[src/c2u_pkg.sv]
// c2u_pkg: shared types, constants and charset tables for the transcoder
// no dependencies; compiled first
package c2u_pkg;

	localparam logic [2:0] MODE_ASCII   = 3'd0;
	localparam logic [2:0] MODE_UTF8    = 3'd1;
	localparam logic [2:0] MODE_LATIN1  = 3'd2;
	localparam logic [2:0] MODE_LATIN9  = 3'd3;
	localparam logic [2:0] MODE_CP1252  = 3'd4;

	localparam logic CFG_CHARSET_MODE     = 1'b0;
	localparam logic CFG_REPLACEMENT_CODE = 1'b1;

	localparam logic [30:0] REPL_RESET = 31'h0000FFFD;

	// one code point on its way to the encoder
	typedef struct packed {
		logic [30:0] code;
		logic        last;
	} code_item_t;

	// configuration as seen by the front end
	typedef struct packed {
		logic [2:0]  mode;
		logic [30:0] repl;
		logic        mode_wr;
	} cfg_view_t;

	// cp1252 bytes 0x80..0x9F, except that 0x95 maps to U+00B7; zero marks a hole
	localparam logic [15:0] CP_LOW [32] = '{
		16'h20ac, 16'h0000, 16'h201a, 16'h0192, 16'h201e, 16'h2026, 16'h2020, 16'h2021,
		16'h02c6, 16'h2030, 16'h0160, 16'h2039, 16'h0152, 16'h0000, 16'h017d, 16'h0000,
		16'h0000, 16'h2018, 16'h2019, 16'h201c, 16'h201d, 16'h00b7, 16'h2013, 16'h2014,
		16'h02dc, 16'h2122, 16'h0161, 16'h203a, 16'h0153, 16'h0000, 16'h017e, 16'h0178
	};

	function automatic logic [15:0] table_map(input logic [7:0] b, input logic [2:0] mode);
		logic [15:0] r;
		r = {8'h00, b};
		if (b == 8'hAD) begin
			r = 16'h0000;
		end else if (b[7:5] == 3'b100) begin
			r = (mode == MODE_CP1252) ? CP_LOW[b[4:0]] : 16'h0000;
		end else if (mode == MODE_LATIN9) begin
			case (b)
				8'hA4: r = 16'h20ac;
				8'hA6: r = 16'h0160;
				8'hA8: r = 16'h0161;
				8'hB4: r = 16'h017d;
				8'hB8: r = 16'h017e;
				8'hBC: r = 16'h0152;
				8'hBD: r = 16'h0153;
				8'hBE: r = 16'h0178;
				default: r = {8'h00, b};
			endcase
		end
		return r;
	endfunction

	// sequence length announced by a lead byte, zero if not a lead
	function automatic logic [2:0] lead_need(input logic [7:0] b);
		logic [2:0] n;
		n = 3'd0;
		if (b[7:5] == 3'b110) n = 3'd2;
		else if (b[7:4] == 4'b1110) n = 3'd3;
		else if (b[7:3] == 5'b11110) n = 3'd4;
		else if (b[7:2] == 6'b111110) n = 3'd5;
		else if (b[7:1] == 7'b1111110) n = 3'd6;
		return n;
	endfunction

endpackage

[src/c2u_if.sv]
// c2u channel interfaces: text input, utf-8 output, configuration write
// no dependencies
interface c2u_text_if;
	logic       valid;
	logic       ready;
	logic [7:0] text_byte;
	logic       end_of_text;
	modport source(output valid, text_byte, end_of_text, input ready);
	modport sink(input valid, text_byte, end_of_text, output ready);
endinterface

interface c2u_byte_if;
	logic       valid;
	logic       ready;
	logic [7:0] utf8_byte;
	logic       run_last;
	modport source(output valid, utf8_byte, run_last, input ready);
	modport sink(input valid, utf8_byte, run_last, output ready);
endinterface

interface c2u_cfg_if;
	logic        valid;
	logic        ready;
	logic        index;
	logic [30:0] data;
	modport source(output valid, index, data, input ready);
	modport sink(input valid, index, data, output ready);
endinterface

[src/c2u_front.sv]
// c2u_front: accepts text bytes, decodes the charset, issues code points
// depends on c2u_pkg
module c2u_front (
	input  logic                clk,
	input  logic                arst_n,
	input  c2u_pkg::cfg_view_t  cfg,
	input  logic                in_valid,
	output logic                in_ready,
	input  logic [7:0]          in_byte,
	input  logic                in_last,
	output logic                push_valid,
	input  logic                push_ready,
	output c2u_pkg::code_item_t push_item
);
	import c2u_pkg::*;

	logic [2:0]  held_q, need_q;
	logic [24:0] acc_q;
	logic        busy_q;
	logic [2:0]  rep_q;
	logic        main_v_q;
	logic [30:0] main_q;

	logic [2:0]  held_d, need_d, pre, post, need_new;
	logic [24:0] acc_d;
	logic        has_main;
	logic [30:0] main_d;
	logic [15:0] tmap;
	logic        accept, push_fire, push_is_last;

	assign accept = in_valid && in_ready;
	assign in_ready = !busy_q;

	always_comb begin
		held_d = held_q;
		need_d = need_q;
		acc_d = acc_q;
		pre = 3'd0;
		post = 3'd0;
		has_main = 1'b0;
		main_d = 31'd0;
		need_new = lead_need(in_byte);
		tmap = table_map(in_byte, cfg.mode);
		if (cfg.mode == MODE_UTF8) begin
			if (held_q != 3'd0 && in_byte[7:6] == 2'b10) begin
				if ({1'b0, held_q} + 4'd1 >= {1'b0, need_q}) begin
					has_main = 1'b1;
					main_d = {acc_q, in_byte[5:0]};
					held_d = 3'd0;
					need_d = 3'd0;
				end else begin
					acc_d = {acc_q[18:0], in_byte[5:0]};
					held_d = held_q + 3'd1;
				end
			end else begin
				pre = held_q;
				held_d = 3'd0;
				need_d = 3'd0;
				if (!in_byte[7]) begin
					has_main = 1'b1;
					main_d = {24'd0, in_byte[6:0]};
				end else if (need_new == 3'd0) begin
					has_main = 1'b1;
					main_d = cfg.repl;
				end else begin
					acc_d = {17'd0, in_byte & (8'h7F >> need_new)};
					held_d = 3'd1;
					need_d = need_new;
				end
			end
			// end of text flushes whatever is still pending
			if (in_last && held_d != 3'd0) begin
				post = held_d;
				held_d = 3'd0;
				need_d = 3'd0;
			end
		end else if (cfg.mode == MODE_LATIN1 || cfg.mode == MODE_LATIN9
			|| cfg.mode == MODE_CP1252) begin
			has_main = 1'b1;
			main_d = (tmap == 16'h0000 && in_byte != 8'h00) ? cfg.repl : {15'd0, tmap};
		end else begin
			has_main = 1'b1;
			main_d = {24'd0, in_byte[6:0]};
		end
	end

	assign push_valid = busy_q;
	assign push_fire = push_valid && push_ready;
	assign push_is_last = (rep_q == 3'd0) || (rep_q == 3'd1 && !main_v_q);
	assign push_item.code = (rep_q != 3'd0) ? cfg.repl : main_q;
	assign push_item.last = push_is_last;

	always_ff @(posedge clk or negedge arst_n) begin
		if (!arst_n) begin
			held_q <= 3'd0;
			need_q <= 3'd0;
			busy_q <= 1'b0;
			rep_q <= 3'd0;
			main_v_q <= 1'b0;
		end else if (cfg.mode_wr) begin
			held_q <= 3'd0;
			need_q <= 3'd0;
		end else if (accept) begin
			held_q <= held_d;
			need_q <= need_d;
			rep_q <= pre + post;
			main_v_q <= has_main;
			busy_q <= has_main || (pre + post) != 3'd0;
		end else if (push_fire) begin
			if (rep_q != 3'd0) rep_q <= rep_q - 3'd1;
			else main_v_q <= 1'b0;
			if (push_is_last) busy_q <= 1'b0;
		end
	end

	always_ff @(posedge clk) begin
		if (accept) begin
			acc_q <= acc_d;
			main_q <= main_d;
		end
	end
endmodule

[src/c2u_queue.sv]
// c2u_queue: two-entry queue of code points between front and back end
// depends on c2u_pkg
module c2u_queue (
	input  logic                clk,
	input  logic                arst_n,
	input  logic                push_valid,
	output logic                push_ready,
	input  c2u_pkg::code_item_t push_item,
	output logic                pop_valid,
	input  logic                pop_ready,
	output c2u_pkg::code_item_t pop_item
);
	import c2u_pkg::*;

	code_item_t mem_q [2];
	logic       wr_ptr_q, rd_ptr_q;
	logic [1:0] cnt_q;
	logic       do_push, do_pop;

	assign push_ready = cnt_q != 2'd2;
	assign pop_valid = cnt_q != 2'd0;
	assign pop_item = mem_q[rd_ptr_q];
	assign do_push = push_valid && push_ready;
	assign do_pop = pop_valid && pop_ready;

	always_ff @(posedge clk or negedge arst_n) begin
		if (!arst_n) begin
			wr_ptr_q <= 1'b0;
			rd_ptr_q <= 1'b0;
			cnt_q <= 2'd0;
		end else begin
			if (do_push) wr_ptr_q <= !wr_ptr_q;
			if (do_pop) rd_ptr_q <= !rd_ptr_q;
			if (do_push && !do_pop) cnt_q <= cnt_q + 2'd1;
			else if (do_pop && !do_push) cnt_q <= cnt_q - 2'd1;
		end
	end

	always_ff @(posedge clk) begin
		if (do_push) mem_q[wr_ptr_q] <= push_item;
	end
endmodule

[src/c2u_back.sv]
// c2u_back: encodes code points into minimal utf-8, one byte per cycle while the output is ready
// depends on c2u_pkg
module c2u_back (
	input  logic                clk,
	input  logic                arst_n,
	input  logic                pop_valid,
	output logic                pop_ready,
	input  c2u_pkg::code_item_t pop_item,
	output logic                out_valid,
	input  logic                out_ready,
	output logic [7:0]          out_byte,
	output logic                out_last
);
	import c2u_pkg::*;

	logic        active_q, first_q, last_q;
	logic [30:0] code_q;
	logic [2:0]  rem_q;
	logic        ov_q, olast_q;
	logic [7:0]  obyte_q;

	logic        space, fire, done;
	logic [7:0]  gen_byte;
	logic [5:0]  cont_bits;
	logic [2:0]  nlen;

	assign space = !ov_q || out_ready;
	assign fire = active_q && space;
	assign done = fire && rem_q == 3'd1;
	assign pop_ready = !active_q || done;

	always_comb begin
		if (pop_item.code[30:7] == 24'd0) nlen = 3'd1;
		else if (pop_item.code[30:11] == 20'd0) nlen = 3'd2;
		else if (pop_item.code[30:16] == 15'd0) nlen = 3'd3;
		else if (pop_item.code[30:21] == 10'd0) nlen = 3'd4;
		else if (pop_item.code[30:26] == 5'd0) nlen = 3'd5;
		else nlen = 3'd6;
	end

	always_comb begin
		case (rem_q)
			3'd1: cont_bits = code_q[5:0];
			3'd2: cont_bits = code_q[11:6];
			3'd3: cont_bits = code_q[17:12];
			3'd4: cont_bits = code_q[23:18];
			3'd5: cont_bits = code_q[29:24];
			default: cont_bits = 6'd0;
		endcase
		if (!first_q) begin
			gen_byte = {2'b10, cont_bits};
		end else begin
			case (rem_q)
				3'd1: gen_byte = {1'b0, code_q[6:0]};
				3'd2: gen_byte = {3'b110, code_q[10:6]};
				3'd3: gen_byte = {4'b1110, code_q[15:12]};
				3'd4: gen_byte = {5'b11110, code_q[20:18]};
				3'd5: gen_byte = {6'b111110, code_q[25:24]};
				default: gen_byte = {7'b1111110, code_q[30]};
			endcase
		end
	end

	// after the lead, rem counts the continuation bytes still to go
	always_ff @(posedge clk or negedge arst_n) begin
		if (!arst_n) begin
			active_q <= 1'b0;
			ov_q <= 1'b0;
		end else begin
			if (pop_valid && pop_ready) active_q <= 1'b1;
			else if (done) active_q <= 1'b0;
			if (fire) ov_q <= 1'b1;
			else if (out_ready) ov_q <= 1'b0;
		end
	end

	always_ff @(posedge clk) begin
		if (pop_valid && pop_ready) begin
			code_q <= pop_item.code;
			last_q <= pop_item.last;
			rem_q <= nlen;
			first_q <= 1'b1;
		end else if (fire) begin
			rem_q <= first_q ? rem_q - 3'd1 : rem_q - 3'd1;
			first_q <= 1'b0;
		end
		if (fire) begin
			obyte_q <= gen_byte;
			olast_q <= last_q && rem_q == 3'd1;
		end
	end

	assign out_valid = ov_q;
	assign out_byte = obyte_q;
	assign out_last = olast_q;
endmodule

[src/charset_to_utf8_transcoder.sv]
// charset_to_utf8_transcoder: top level, configuration registers and wiring
// depends on c2u_pkg, c2u_if, c2u_front, c2u_queue, c2u_back
//
// Converts a byte stream in ascii, utf-8 (legacy 1 to 6 byte forms),
// iso8859-1, iso8859-15 or cp1252 into minimal utf-8, one output byte per
// transaction, with run_last on the final byte caused by each input byte.
// The front end takes one input byte, then issues each code point it has
// to produce (up to six when a broken sequence is flushed) and takes no new
// byte until all are pushed; an input byte that only extends a pending
// sequence issues none. The back end emits one output byte per cycle while
// the output is ready. A two-entry queue lets the front accept new bytes
// while the back end is still draining. Writing charset_mode drops any
// pending sequence; writes are expected only while idle.
module charset_to_utf8_transcoder (
	input logic       clk,
	input logic       arst_n,
	c2u_text_if.sink  in_ch,
	c2u_byte_if.source out_ch,
	c2u_cfg_if.sink   cfg_ch
);
	import c2u_pkg::*;

	logic [2:0]  mode_q;
	logic [30:0] repl_q;
	logic        cfg_fire;
	cfg_view_t   cfg;

	// front to queue
	logic       push_valid, push_ready;
	code_item_t push_item;
	// queue to back
	logic       pop_valid, pop_ready;
	code_item_t pop_item;

	// configuration always taken at once
	assign cfg_ch.ready = 1'b1;
	assign cfg_fire = cfg_ch.valid && cfg_ch.ready;

	always_ff @(posedge clk or negedge arst_n) begin
		if (!arst_n) begin
			mode_q <= MODE_UTF8;
			repl_q <= REPL_RESET;
		end else if (cfg_fire) begin
			case (cfg_ch.index)
				CFG_CHARSET_MODE:     mode_q <= cfg_ch.data[2:0];
				CFG_REPLACEMENT_CODE: repl_q <= cfg_ch.data;
				default: ;
			endcase
		end
	end

	assign cfg.mode = mode_q;
	assign cfg.repl = repl_q;
	assign cfg.mode_wr = cfg_fire && cfg_ch.index == CFG_CHARSET_MODE;

	c2u_front u_front (
		.clk        (clk),
		.arst_n     (arst_n),
		.cfg        (cfg),
		.in_valid   (in_ch.valid),
		.in_ready   (in_ch.ready),
		.in_byte    (in_ch.text_byte),
		.in_last    (in_ch.end_of_text),
		.push_valid (push_valid),
		.push_ready (push_ready),
		.push_item  (push_item)
	);

	c2u_queue u_queue (
		.clk        (clk),
		.arst_n     (arst_n),
		.push_valid (push_valid),
		.push_ready (push_ready),
		.push_item  (push_item),
		.pop_valid  (pop_valid),
		.pop_ready  (pop_ready),
		.pop_item   (pop_item)
	);

	c2u_back u_back (
		.clk       (clk),
		.arst_n    (arst_n),
		.pop_valid (pop_valid),
		.pop_ready (pop_ready),
		.pop_item  (pop_item),
		.out_valid (out_ch.valid),
		.out_ready (out_ch.ready),
		.out_byte  (out_ch.utf8_byte),
		.out_last  (out_ch.run_last)
	);
endmodule
[src/flat_wrapper.sv]
// flat-port wrapper written by rule: the top's interface ports become plain ports
module charset_to_utf8_transcoder_flat import c2u_pkg::*;
  (clk, arst_n, in_ch_valid, in_ch_text_byte, in_ch_end_of_text, in_ch_ready, out_ch_valid, out_ch_utf8_byte, out_ch_run_last, out_ch_ready, cfg_ch_valid, cfg_ch_index, cfg_ch_data, cfg_ch_ready);
  c2u_text_if in_ch_i ();
  c2u_byte_if out_ch_i ();
  c2u_cfg_if cfg_ch_i ();
  input logic clk;
  input logic arst_n;
  input wire logic [$bits(in_ch_i.valid)-1:0] in_ch_valid;
  input wire logic [$bits(in_ch_i.text_byte)-1:0] in_ch_text_byte;
  input wire logic [$bits(in_ch_i.end_of_text)-1:0] in_ch_end_of_text;
  output wire logic [$bits(in_ch_i.ready)-1:0] in_ch_ready;
  output wire logic [$bits(out_ch_i.valid)-1:0] out_ch_valid;
  output wire logic [$bits(out_ch_i.utf8_byte)-1:0] out_ch_utf8_byte;
  output wire logic [$bits(out_ch_i.run_last)-1:0] out_ch_run_last;
  input wire logic [$bits(out_ch_i.ready)-1:0] out_ch_ready;
  input wire logic [$bits(cfg_ch_i.valid)-1:0] cfg_ch_valid;
  input wire logic [$bits(cfg_ch_i.index)-1:0] cfg_ch_index;
  input wire logic [$bits(cfg_ch_i.data)-1:0] cfg_ch_data;
  output wire logic [$bits(cfg_ch_i.ready)-1:0] cfg_ch_ready;
  assign in_ch_i.valid = in_ch_valid;
  assign in_ch_i.text_byte = in_ch_text_byte;
  assign in_ch_i.end_of_text = in_ch_end_of_text;
  assign in_ch_ready = in_ch_i.ready;
  assign out_ch_valid = out_ch_i.valid;
  assign out_ch_utf8_byte = out_ch_i.utf8_byte;
  assign out_ch_run_last = out_ch_i.run_last;
  assign out_ch_i.ready = out_ch_ready;
  assign cfg_ch_i.valid = cfg_ch_valid;
  assign cfg_ch_i.index = cfg_ch_index;
  assign cfg_ch_i.data = cfg_ch_data;
  assign cfg_ch_ready = cfg_ch_i.ready;
  charset_to_utf8_transcoder u_core (.clk(clk), .arst_n(arst_n), .in_ch(in_ch_i), .out_ch(out_ch_i), .cfg_ch(cfg_ch_i));
endmodule
[config.mk]
export PLATFORM = sky130hd
export DESIGN_NAME = charset_to_utf8_transcoder_flat
export DESIGN_NICKNAME = d
export VERILOG_FILES = /design/src/c2u_pkg.sv /design/src/c2u_if.sv /design/src/c2u_front.sv /design/src/c2u_queue.sv /design/src/c2u_back.sv /design/src/charset_to_utf8_transcoder.sv /design/src/flat_wrapper.sv
export SDC_FILE = /design/constraint.sdc
export NUM_CORES = 1
export LEC_CHECK = 0
export BUFFER_PORTS_ARGS = -buffer_cell sky130_fd_sc_hd__buf_2
export CAP_MARGIN = 10
export CORE_ASPECT_RATIO = 0.5
export CORE_UTILIZATION = 36
export DETAILED_ROUTE_END_ITERATION = 12
export SKIP_LAST_GASP = 1
export SLEW_MARGIN = 20
export SYNTH_ARGS = -nofsm -noshare
export SYNTH_HDL_FRONTEND = slang
export SYNTH_SLANG_ARGS = --single-unit
[constraint.sdc]
create_clock -name clk -period 3.8 [get_ports clk]
set_input_delay 0.38 -clock clk [delete_from_list [all_inputs] [get_ports clk]]
set_output_delay 0.38 -clock clk [all_outputs]
set_load 0.05 [all_outputs]
After elaboration in Yosys (flattened, before gate mapping)
Memory sizes are Yosys's and may differ from the RTL's.
Cells that the tools add are included.
{ "totals": {"reg_bits": 152, "ram_bits": 64, "rom_bits": 512, "inputBits": 46, "elab_cells": 204, "n_memories": 2} }
{ "classes": {"n_addsub": 7, "order_cmp": 2, "n_eq_ne": 31, "n_shift": 1, "n_mux": 77, "bitwise_logic": 4, "n_reduce_logical": 59} }
{ "memory_table": {"columns": ["memory", "depth", "word_bits", "rd", "rd_ports_with_merged_regs", "wr", "line", "rtl"], "rows": [
  ["(name not given)", 32, 16, 1, 0, 0, "c2u_pkg.sv:43", "r = (mode == MODE_CP1252) ? CP_LOW[b[4:0]] : 16'h0000;"],
  ["u_core.u_queue.mem_q", 2, 32, 1, 0, 1, "c2u_queue.sv:15", "code_item_t mem_q [2];"]
]} }
{ "op_table": {"columns": ["operator", "count"], "rows": [
  ["two-way mux 31 bit", 8],
  ["case mux 14 bit (8 select lines)", 1],
  ["two-way mux 25 bit", 4],
  ["two-way mux 3 bit", 32],
  ["two-way mux 16 bit", 5],
  ["equality test 8 bit, second input constant", 9],
  ["case mux 8 bit (5 select lines)", 1],
  ["case mux 6 bit (5 select lines)", 1],
  ["zero test 24 bit", 1],
  ["nonzero test 2 bit", 11],
  ["zero test 20 bit", 1],
  ["two-way mux 1 bit", 19],
  ["zero test 16 bit", 1],
  ["equality test 3 bit, second input constant", 5],
  ["zero test 15 bit", 1],
  ["two-way mux 14 bit", 1],
  ["logical AND 1 bit", 13],
  ["equality test 3 x 2 -> 1 bit, second input constant", 4],
  ["AND reduction 3 bit", 4],
  ["nonzero test 3 bit", 4],
  ["zero test 10 bit", 1],
  ["equality test 3 x 1 -> 1 bit, second input constant", 3],
  ["bitwise AND 8 bit", 1],
  ["zero test 1 bit", 8],
  ["other kinds (26)", 42]
]} }

Longest topological paths before layout
Gate-level depths: netlist of run 1.
{ "logic_depth": {"depth_word": 19, "ltp_mapped": 14} }

By module
A second synthesis of run 1 with hierarchy kept.
{ "hier_totals": {"cells_unflattened": 895, "hier_area_um2": 11121.9} }
{ "modules_own_cells": {"columns": ["module", "n_inst", "cells_per_inst", "area_per_inst_um2"], "rows": [
  ["c2u_front", 1, 564, 5166.2],
  ["c2u_queue", 1, 118, 2658.8],
  ["c2u_back", 1, 137, 2003.2],
  ["charset_to_utf8_transcoder", 1, 76, 1293.7]
]} }

Worst setup path after synthesis of run 1
Ideal clock, no wire load.
{ "synth_timing": {"path_kind": "register -> register", "from": "register u_core.u_front.busy_q, in the netlist u_core.u_front.push_valid", "to": "register u_core.u_front.acc_q[0], enable pin", "setup_ns": 0.407, "t_arrival_ns": 3.073, "required_time_ns": 3.393, "slack_ns": 0.320, "path_stages_with_launch": 6, "synth_period_minus_slack_ns": 3.480, "path_cell_list": "dfrtp_1 -> inv_1 -> nand2_1 -> inv_1 -> nand2_1 -> nor2_1"} }
{ "synth_via": {"elab_chain_cells": 3} }
{ "synth_rtl": {"columns": ["item", "line", "rtl"], "rows": [
  ["start, declared", "c2u_front.sv:19", "logic busy_q;"],
  ["start signal, assigned", "c2u_front.sv:97", "busy_q <= 1'b0;"],
  ["start signal, assigned", "c2u_front.sv:108", "busy_q <= has_main || (pre + post) != 3'd0;"],
  ["start signal, assigned", "c2u_front.sv:112", "if (push_is_last) busy_q <= 1'b0;"],
  ["zero test 1 bit", "c2u_front.sv:32", "assign in_ready = !busy_q;"],
  ["named net in_ch_ready", "flat_wrapper.sv:12", "output wire logic [$bits(in_ch_i.ready)-1:0] in_ch_ready;"],
  ["logical AND 1 bit", "c2u_front.sv:31", "assign accept = in_valid && in_ready;"],
  ["named net u_core.u_front.accept", "c2u_front.sv:29", "logic accept, push_fire, push_is_last;"],
  ["AND reduction 5 bit (no line)", null, null],
  ["end signal, assigned", "c2u_front.sv:118", "acc_q <= acc_d;"],
  ["end, declared", "c2u_front.sv:18", "logic [24:0] acc_q;"]
]} }
The timed path passes the listed nets, and every way through them passes these cells.
A chain may end at the register's enable or synchronous reset.

Worst setup path after layout of run 1
{ "layout_timing": {"from": "register u_core.u_front.held_q[0]", "to": "register u_core.u_front.busy_q, in the netlist u_core.u_front.push_valid"} }
{ "layout_via": {"elab_chain_cells": 13} }
{ "layout_rtl": {"columns": ["item", "line", "rtl"], "rows": [
  ["start, declared", "c2u_front.sv:17", "logic [2:0] held_q, need_q;"],
  ["start signal, assigned", "c2u_front.sv:104", "held_q <= held_d;"],
  ["adder 3 x 1 -> 4 bit", "c2u_front.sv:46", "if ({1'b0, held_q} + 4'd1 >= {1'b0, need_q}) begin"],
  ["greater-or-equal comparator 4 x 3 -> 1 bit", "c2u_front.sv:46", null],
  ["two-way mux 3 bit", "c2u_front.sv:46", null],
  ["two-way mux 3 bit", "c2u_front.sv:45", "if (held_q != 3'd0 && in_byte[7:6] == 2'b10) begin"],
  ["two-way mux 3 bit", "c2u_front.sv:44", "if (cfg.mode == MODE_UTF8) begin"],
  ["nonzero test 3 bit", "c2u_front.sv:72", "if (in_last && held_d != 3'd0) begin"],
  ["logical AND 1 bit", "c2u_front.sv:72", null],
  ["two-way mux 3 bit", "c2u_front.sv:72", null],
  ["two-way mux 3 bit", "c2u_front.sv:44", null],
  ["adder 3 bit", "c2u_front.sv:108", null],
  ["nonzero test 3 bit", "c2u_front.sv:108", null],
  ["logical OR 1 bit *", "c2u_front.sv:108", null],
  ["two-way mux 1 bit *", "c2u_front.sv:103", "end else if (accept) begin"]
]} }
Every way passes the cells marked *; elsewhere a longest branch is shown, timed or not. The select of a mux whose other input is x is not followed.

==> reports/metrics.yaml, run 1 <==
route:
  drcViolationCount: 0
  vias_per_cell: 5.609
  vias: 7612
  avgRoutedWirePerCell_um: 20.37
  top_layer: "met4"
  drt_iter0_drc: 754
  detail-route-antenna-nets: 0
  wl_met1_mm: 13.30
  wl_met3_mm: 1.531
  drt-total-wl_mm: 27.65
  dr.pass1.iters: 9
  dr_wl_met2_mm: 12.36
die:
  die_h_um: 125.3
  start_util: 0.3717
  core_area_um2: 29450
  fp.dieW_um: 248.6
  ios: 58
  row_count: 44
  die-area_um2: 31150
synthesis:
  avgSynthCellArea_um2: 12.16
  async_flop_share: 0.2361
  yosysSeqAreaShare: 0.5701
  synth_area_um2: 10950
  synth_edf_count: 164
  synth_warnings: 0
  synth_fp_nets: 971
  synth_cell_type_count: 80
  synth_cells: 900
  synthFlopType: "edfxtp_1"
  ys_seq_elements: 216
cts:
  htree_levels: 1
  clk_latency_ns: 0.51
  numCtsBuffers: 22
  clk_pin_slew_worst_paths_ns: 0.06
  cts_setup_buffers: 0
  root_buffer: "clkbuf_16"
  cts.path.max_buffers: 3
  clock_sinks: 216
  cts_tree: "yes"
worst_setup_path:
  max_stage_delay_ns: 0.46
  crit_chain: "inv_1 -> ha_1 -> ha_1 -> a21oi_1 -> o211a_1 -> a21o_1 -> and3_1 -> ha_1 -> fa_1 -> nor4_1 -> a21oi_1"
  critPathTopFamily: "adder cells"
  r2r-end: "u_core.u_front.push_valid"
  reg2reg_depth: 11
  worstPathRequired_ns: 4.18
  r2r_slack_ns: 0.51
  slowest_stage: "fa_1"
  worst_ep_arrival_time_ns: 3.67
  startpoint: "u_core.u_front.held_q[0]"
  cp_common_cell: "ha_1"
  crit_type: "reg2reg"
  critPathBufInv: 1
  end_kind: "register"
  rr_startpoint: "u_core.u_front.held_q[0]"
  cp-start-kind: "register"
  crit_fanout: 9
sta:
  final-hold-violation-count: 0
  finClkSkew_ns: 0.01524
  finalSetupViolCount: 0
  worst_pin_slew_ns: 0.8609
  fin_crit_sh: 0.8645
  max_clock_freq_mhz: 304.4
  rsz0062_at_grt: "false"
  drv_slew: 0
  setup-tns-final_ns: 0
  fin_crit_ns: 3.285
  slew_headroom: 0.4222
global_route:
  grt_usage: 0.1776
  grt_antenna_before_repair: 0
  grt_pass1_wl_mm: 43.75
  grt-ovfl-total: 0
  grt_pass1_vias: 7517
  grt_max_degree: 36
place:
  placed_area_um2: 11710
  place_congestion: 0.9188
  portBuffers: 56
  dp_hpwl_mm: 19.30
  placed_cells: 1316
hold_path:
  hold_class: "in2reg"
  worstHoldEndpoint: "u_core.repl_q[8]"
  whs_path_depth: 2
  hp-start: "cfg_ch_data[8]"
layout:
  drive_above_1_share: 0.2588
  post-route-cell-area_um2: 12450
  area_growth_pct: 13.71
  fin_nets: 1021
  final_core_util: 0.4227
  fin_cells: 1357
  antennaDiodeCount: 0
pwr:
  ir_drop_mv: 0.3361
  power_density_nw_per_um2: 667.8
  p_leak_nw: 4.496
  total_power_w: 0.008314
run:
  maxCapViolations: 0
run_status:
  status: "complete, no violations"
## metal layers
layer	vias to the layer above	global-route usage
li1	3559	-
met1	3788	0.2595
met2	232	0.2774
met3	33	0.02748
met4	0	0.04056
met5	-	0
## layout by cell type, fill, tap and decap left out, drive strengths merged, types with 5 or more instances in the layout
cell type and n:
a21o 5, a21oi 37, a222oi 5, a22o 6, a22oi 28, a31oi 11, and2 23, and3 6
buf 91, clkbuf 28, clkinv 11, dfrtp 35, dfstp 16, edfxtp 164, ha 24, inv 30
mux2 96, mux2i 9, nand2 45, nand2b 8, nand3 13, nand4 29, nor2 44, nor2b 12
nor3 13, o211ai 8, o21ai 55, o22ai 6, o31ai 6, o41ai 5, or2 5, xnor2 5
## through the flow
step	hold WS, ns	setup WS [ns]
3_5_place_dp	0.4278	0.4247
3_3_place_gp	0.4141	0.5118
2_1_floorplan	0.08441	0.3196
6_report	0.1028	0.5149
5_1_grt	0.08692	0.3441
4_1_cts	0.08970	0.5806
## worst max path at each step
stage,to,cells after the start
floorplan,u_core.u_front.acc_q[0],5
global placement,u_core.u_front.main_q[22],11
detailed placement,u_core.u_front.main_q[25],11
CTS,u_core.u_front.push_valid,11
global route,u_core.u_front.push_valid,11
finish,u_core.u_front.push_valid,11
## Yosys cell counts, types with 7 or more instances
| library cell | number | area, µm² |
|---|---|---|
| dfstp_2 | 16 | 420.4 |
| dfrtp_1 | 35 | 875.8 |
| nand3_1 | 13 | 65.06 |
| a31oi_1 | 11 | 68.82 |
| o21ai_1 | 9 | 45.04 |
| nor3_1 | 13 | 65.06 |
| a22oi_1 | 28 | 210.2 |
| edfxtp_1 | 164 | 4925 |
| clkbuf_1 | 45 | 168.9 |
| mux2_2 | 96 | 1081 |
| nor2b_1 | 12 | 75.07 |
| mux2i_1 | 9 | 90.09 |
| and2_1 | 23 | 143.9 |
| ha_1 | 24 | 300.3 |
| inv_1 | 29 | 108.9 |
| a21oi_1 | 37 | 185.2 |
| nand2b_1 | 8 | 50.05 |
| nand4_1 | 29 | 181.4 |
| nand2_1 | 45 | 168.9 |
| o21ai_0 | 45 | 225.2 |
| buf_4 | 7 | 52.55 |
| nor2_1 | 44 | 165.2 |
| o211ai_1 | 8 | 60.06 |
| buf_2 | 8 | 40.04 |
## state kept, by name, indices dropped and copies added, names as in the netlist, 8 cells and up
name and flops:
u_core.u_front.acc_q 25, u_core.repl_q 31, u_core.u_queue.mem_q 64, u_core.u_back.out_byte 8, u_core.u_back.code_q 31, u_core.u_front.main_q 31
## where the power goes
part | total, W | switching (W) | internal (W)
logic | 0.00238 | 0.00145 | 0.000922
registers | 0.00373 | 0.000289 | 0.00344
clock network | 0.00221 | 0.000885 | 0.00133
## logic make-up (layout without fill, tap and decap cells)
kind of cell	count (synthesis)	in the layout	share of synthesized area
compound gates	224	224	0.1407
simple gates	222	222	0.1079
flops	216	216	0.5701
mux	105	105	0.1070
buf+inv	98	164	0.03760
fa+ha+maj	25	25	0.02926
xor+xnor	9	9	0.007199
other cells	1	1	0.0003425
## repair_timing
item | 4_1_cts | 5_1_grt
endpoints found under the hold margin | 16 | 0
resized for setup | 0 | 0
hold buffers | 1 | 0
## worst reg2reg max path: cells and delay by family (launching register included)
| family | cells | cell delay (ns) |
|---|---|---|
| AO/OA/AOI/OAI | 4 | 0.82 |
| adder cells (fa/ha/maj) | 4 | 1.31 |
| buffers and inverters | 1 | 0.12 |
| flip-flops | 1 | 0.43 |
| AND/OR/NAND/NOR | 2 | 0.47 |
## cell type report
cell class	instances	area, µm²
sequential	216	6241
inverter	32	120.1
timing repair buffer	92	553.0
clock inverter	12	130.1
clock buffer	28	604.3
tap	391	489.2
fill	2748	17000
multi-input combinational	586	4312
Note: power is estimated with default switching activity, not from simulation.
==> inputs of run 2 (changes only) <==
PLACE_DENSITY = 0.65   (was unset)
clock period = 2.7 ns   (was 3.8 ns; I/O delays follow)
==> reports/metrics.yaml, run 2 (synthesis results as in run 1) <==
worst_setup_path:
  critPathTopFamily: "adder cells"  # unchanged
  crit_fanout: 3  # was 9
  cp-start-kind: "register"  # unchanged
  end_kind: "register"  # unchanged
  worstPathRequired_ns: 3.08  # was 4.18 ns
  max_stage_delay_ns: 0.45  # was 0.46 ns
  crit_type: "reg2reg"  # unchanged
  slowest_stage: "fa_2"  # was fa_1
  crit_chain: "ha_2 -> xor2_2 -> ha_1 -> a31oi_2 -> o211a_4 -> a21o_1 -> and3_4 -> ha_4 -> fa_2 -> nor2_2 -> a21oi_2 -> o22a_1"  # was inv_1 -> ha_1 -> ha_1 -> a21oi_1 -> o211a_1 -> a21o_1 -> and3_1 -> ha_1 -> fa_1 -> nor4_1 -> a21oi_1
  critPathBufInv: 0  # was 1
  worst_ep_arrival_time_ns: 3.17  # was 3.67 ns
sta:
  fin_crit_sh: 1.030  # was 0.8645
  drv_slew: 0  # unchanged
  worst_pin_slew_ns: 0.6306  # was 0.8609 ns
  fin_hold_ws_ns: 0.01034  # was 0.1028 ns
  fin_crit_ns: 2.780  # was 3.285 ns
  finClkSkew_ns: 0.01387  # was 0.01524 ns
  rsz0062_at_grt: "true"  # was false
  setup_slack_ns: -0.08040  # was 0.5149 ns
  slew_headroom: 0.5796  # was 0.4222
  max_clock_freq_mhz: 359.7  # was 304.4 MHz
  finalSetupViolCount: 3  # was 0
  final-hold-violation-count: 0  # unchanged
pwr:
  power_frac_comb: 0.307  # was 0.286
  power_switching_w: 0.003710  # was 0.002628 W
  sw_frac_of_total: 0.3147  # was 0.3161
  ir_drop_mv: 0.4025  # was 0.3361 mV
  power_density_nw_per_um2: 877.9  # was 667.8 nW/µm²
  p_leak_nw: 4.928  # was 4.496 nW
  p_int_w: 0.008080  # was 0.005686 W
  clkPwrFrac: 0.251  # was 0.266
  p_seq_frac: 0.441  # was 0.448
global_route:
  grt-ovfl-total: 0  # unchanged
  grt_max_degree: 36  # unchanged
  grt_pass1_vias: 7731  # was 7517
  grt_usage: 0.1783  # was 0.1776
  grt_pass1_wl_mm: 44.10  # was 43.75 mm
  grt_antenna_before_repair: 0  # unchanged
route:
  detail-route-antenna-nets: 0  # unchanged
  avgRoutedWirePerCell_um: 19.58  # was 20.37 µm
  vias: 7944  # was 7612
  drt-total-wl_mm: 28.31  # was 27.65 mm
  dr.pass1.iters: 5  # was 9
  drcViolationCount: 0  # unchanged
  vias_per_cell: 5.494  # was 5.609
  drt_iter0_drc: 639  # was 754
layout:
  antennaDiodeCount: 0  # unchanged
  fin_nets: 1110  # was 1021
  regMostFlops: "u_core.u_queue.mem_q"  # unchanged
  drive_above_1_share: 0.3526  # was 0.2588
  layout_common_cells: "edfxtp_1, buf_4, mux2_2"  # was edfxtp_1, mux2_2, buf_2
  area_growth_pct: 22.67  # was 13.71%
  final_common_cell: "edfxtp_1"  # unchanged
  largest_reg_flops: 64  # unchanged
  post-route-cell-area_um2: 13430  # was 12450 µm²
place:
  place_congestion: 0.9148  # was 0.9188
  dp_hpwl_mm: 20.35  # was 19.30 mm
  placed_area_um2: 12390  # was 11710 µm²
  portBuffers: 56  # unchanged
die:
  start_util: 0.3717  # unchanged
  fp.dieW_um: 248.6  # unchanged
  die_h_um: 125.3  # unchanged
  row_count: 44  # unchanged
  ios: 58  # unchanged
  die-area_um2: 31150  # unchanged
  core_area_um2: 29450  # unchanged
cts:
  numCtsBuffers: 22  # unchanged
  htree_levels: 1  # unchanged
  root_buffer: "clkbuf_16"  # unchanged
  clk_pin_slew_worst_paths_ns: 0.06  # about the same
  clk_latency_ns: 0.49  # was 0.51 ns
  clock_sinks: 216  # unchanged
  cts.path.max_buffers: 3  # unchanged
  cts_tree: "yes"  # unchanged
run_status:
  status: "complete, but fails checks"  # was complete, no violations
  violations: "negative setup slack"
run:
  maxCapViolations: 0  # unchanged
hold_path:
  hold_class: "in2reg"  # unchanged
-- run 2: changes by cell type in the layout (fill, tap and decap cells not counted), moves of 6 or more --
cell / change
buf_4: +74
o21ai_0: -21
o21ai_1: +11
o21ai_2: +10
dlygate4sd3_1: +7
buf_12: +6
inv_1: -6
-- run 2: layout make-up --
type,instances,area [µm²]
timing repair buffer,181,1325
sequential,216,6241
inverter,32,128.9
clock inverter,8,86.33
tap,391,489.2
clock buffer,32,619.3
fill,2597,16020
multi-input combinational,586,4541
-- run 2: routing by layer --
layer  GRT usage  wire (µm)  vias to the layer above
met1      0.2577      13090                     3901
met4     0.02886        379                        0
li1            -          -                     3727
met3     0.02603       1907                       32
met2      0.2890      12940                      284
met5           0          0                        -
-- run 2: path summary, 6_finish.rpt --
kind,from,end,slack [ns],cells after the start
setup / recovery,u_core.u_front.held_q[0],u_core.u_front.rep_q[1],-0.08,12
hold / removal,cfg_ch_data[22],u_core.repl_q[22],0.01,2
setup reg to reg,u_core.u_front.held_q[0],u_core.u_front.rep_q[1],-0.08,12
hold reg to reg,u_core.u_front.rep_q[1],u_core.u_front.rep_q[1],0.49,1
max in group asynchronous,arst_n,u_core.repl_q[13],1.64,3
min in group asynchronous,arst_n,u_core.mode_q[2],0.33,2
-- run 2: power groups by stage --
| stage | sequential [W] | combinational [W] | clock [W] |
|---|---|---|---|
| floorplan | 0.00531 | 0.00230 | 0 |
| global placement | 0.00523 | 0.00347 | 0 |
| detailed placement | 0.00527 | 0.00352 | 0 |
| CTS | 0.00520 | 0.00358 | 0.00301 |
| global route | 0.00529 | 0.00393 | 0.00314 |
| finish | 0.00520 | 0.00362 | 0.00296 |
-- run 2: per-stage QoR --
| step | power (W) | util | setup TNS (ns) | cells | worst slack, ns |
|---|---|---|---|---|---|
| finish | 0.01179 | 0.4560 | -0.2067 | 1446 | -0.08040 |
| global route | 0.01236 | 0.4560 | -0.6658 | 1446 | -0.2017 |
| CTS | 0.01180 | 0.4515 | -0.2208 | 1443 | -0.08826 |
| detailed placement | 0.008784 | 0.4205 | -4.605 | 1389 | -0.1892 |
| global placement | 0.008693 | 0.4205 | -3.304 | 1389 | -0.1312 |
| floorplan | 0.007613 | - | -0.05684 | 900 | -0.02801 |
-- run 2: timing repair --
action	in CTS	in global routing
endpoints found under the hold margin	17	0
gates cloned	0	0
pin swaps	7	8
buffers inserted	6	5
hold buffers	8	0
resized for setup	26	32
endpoints found under the setup margin	33	35
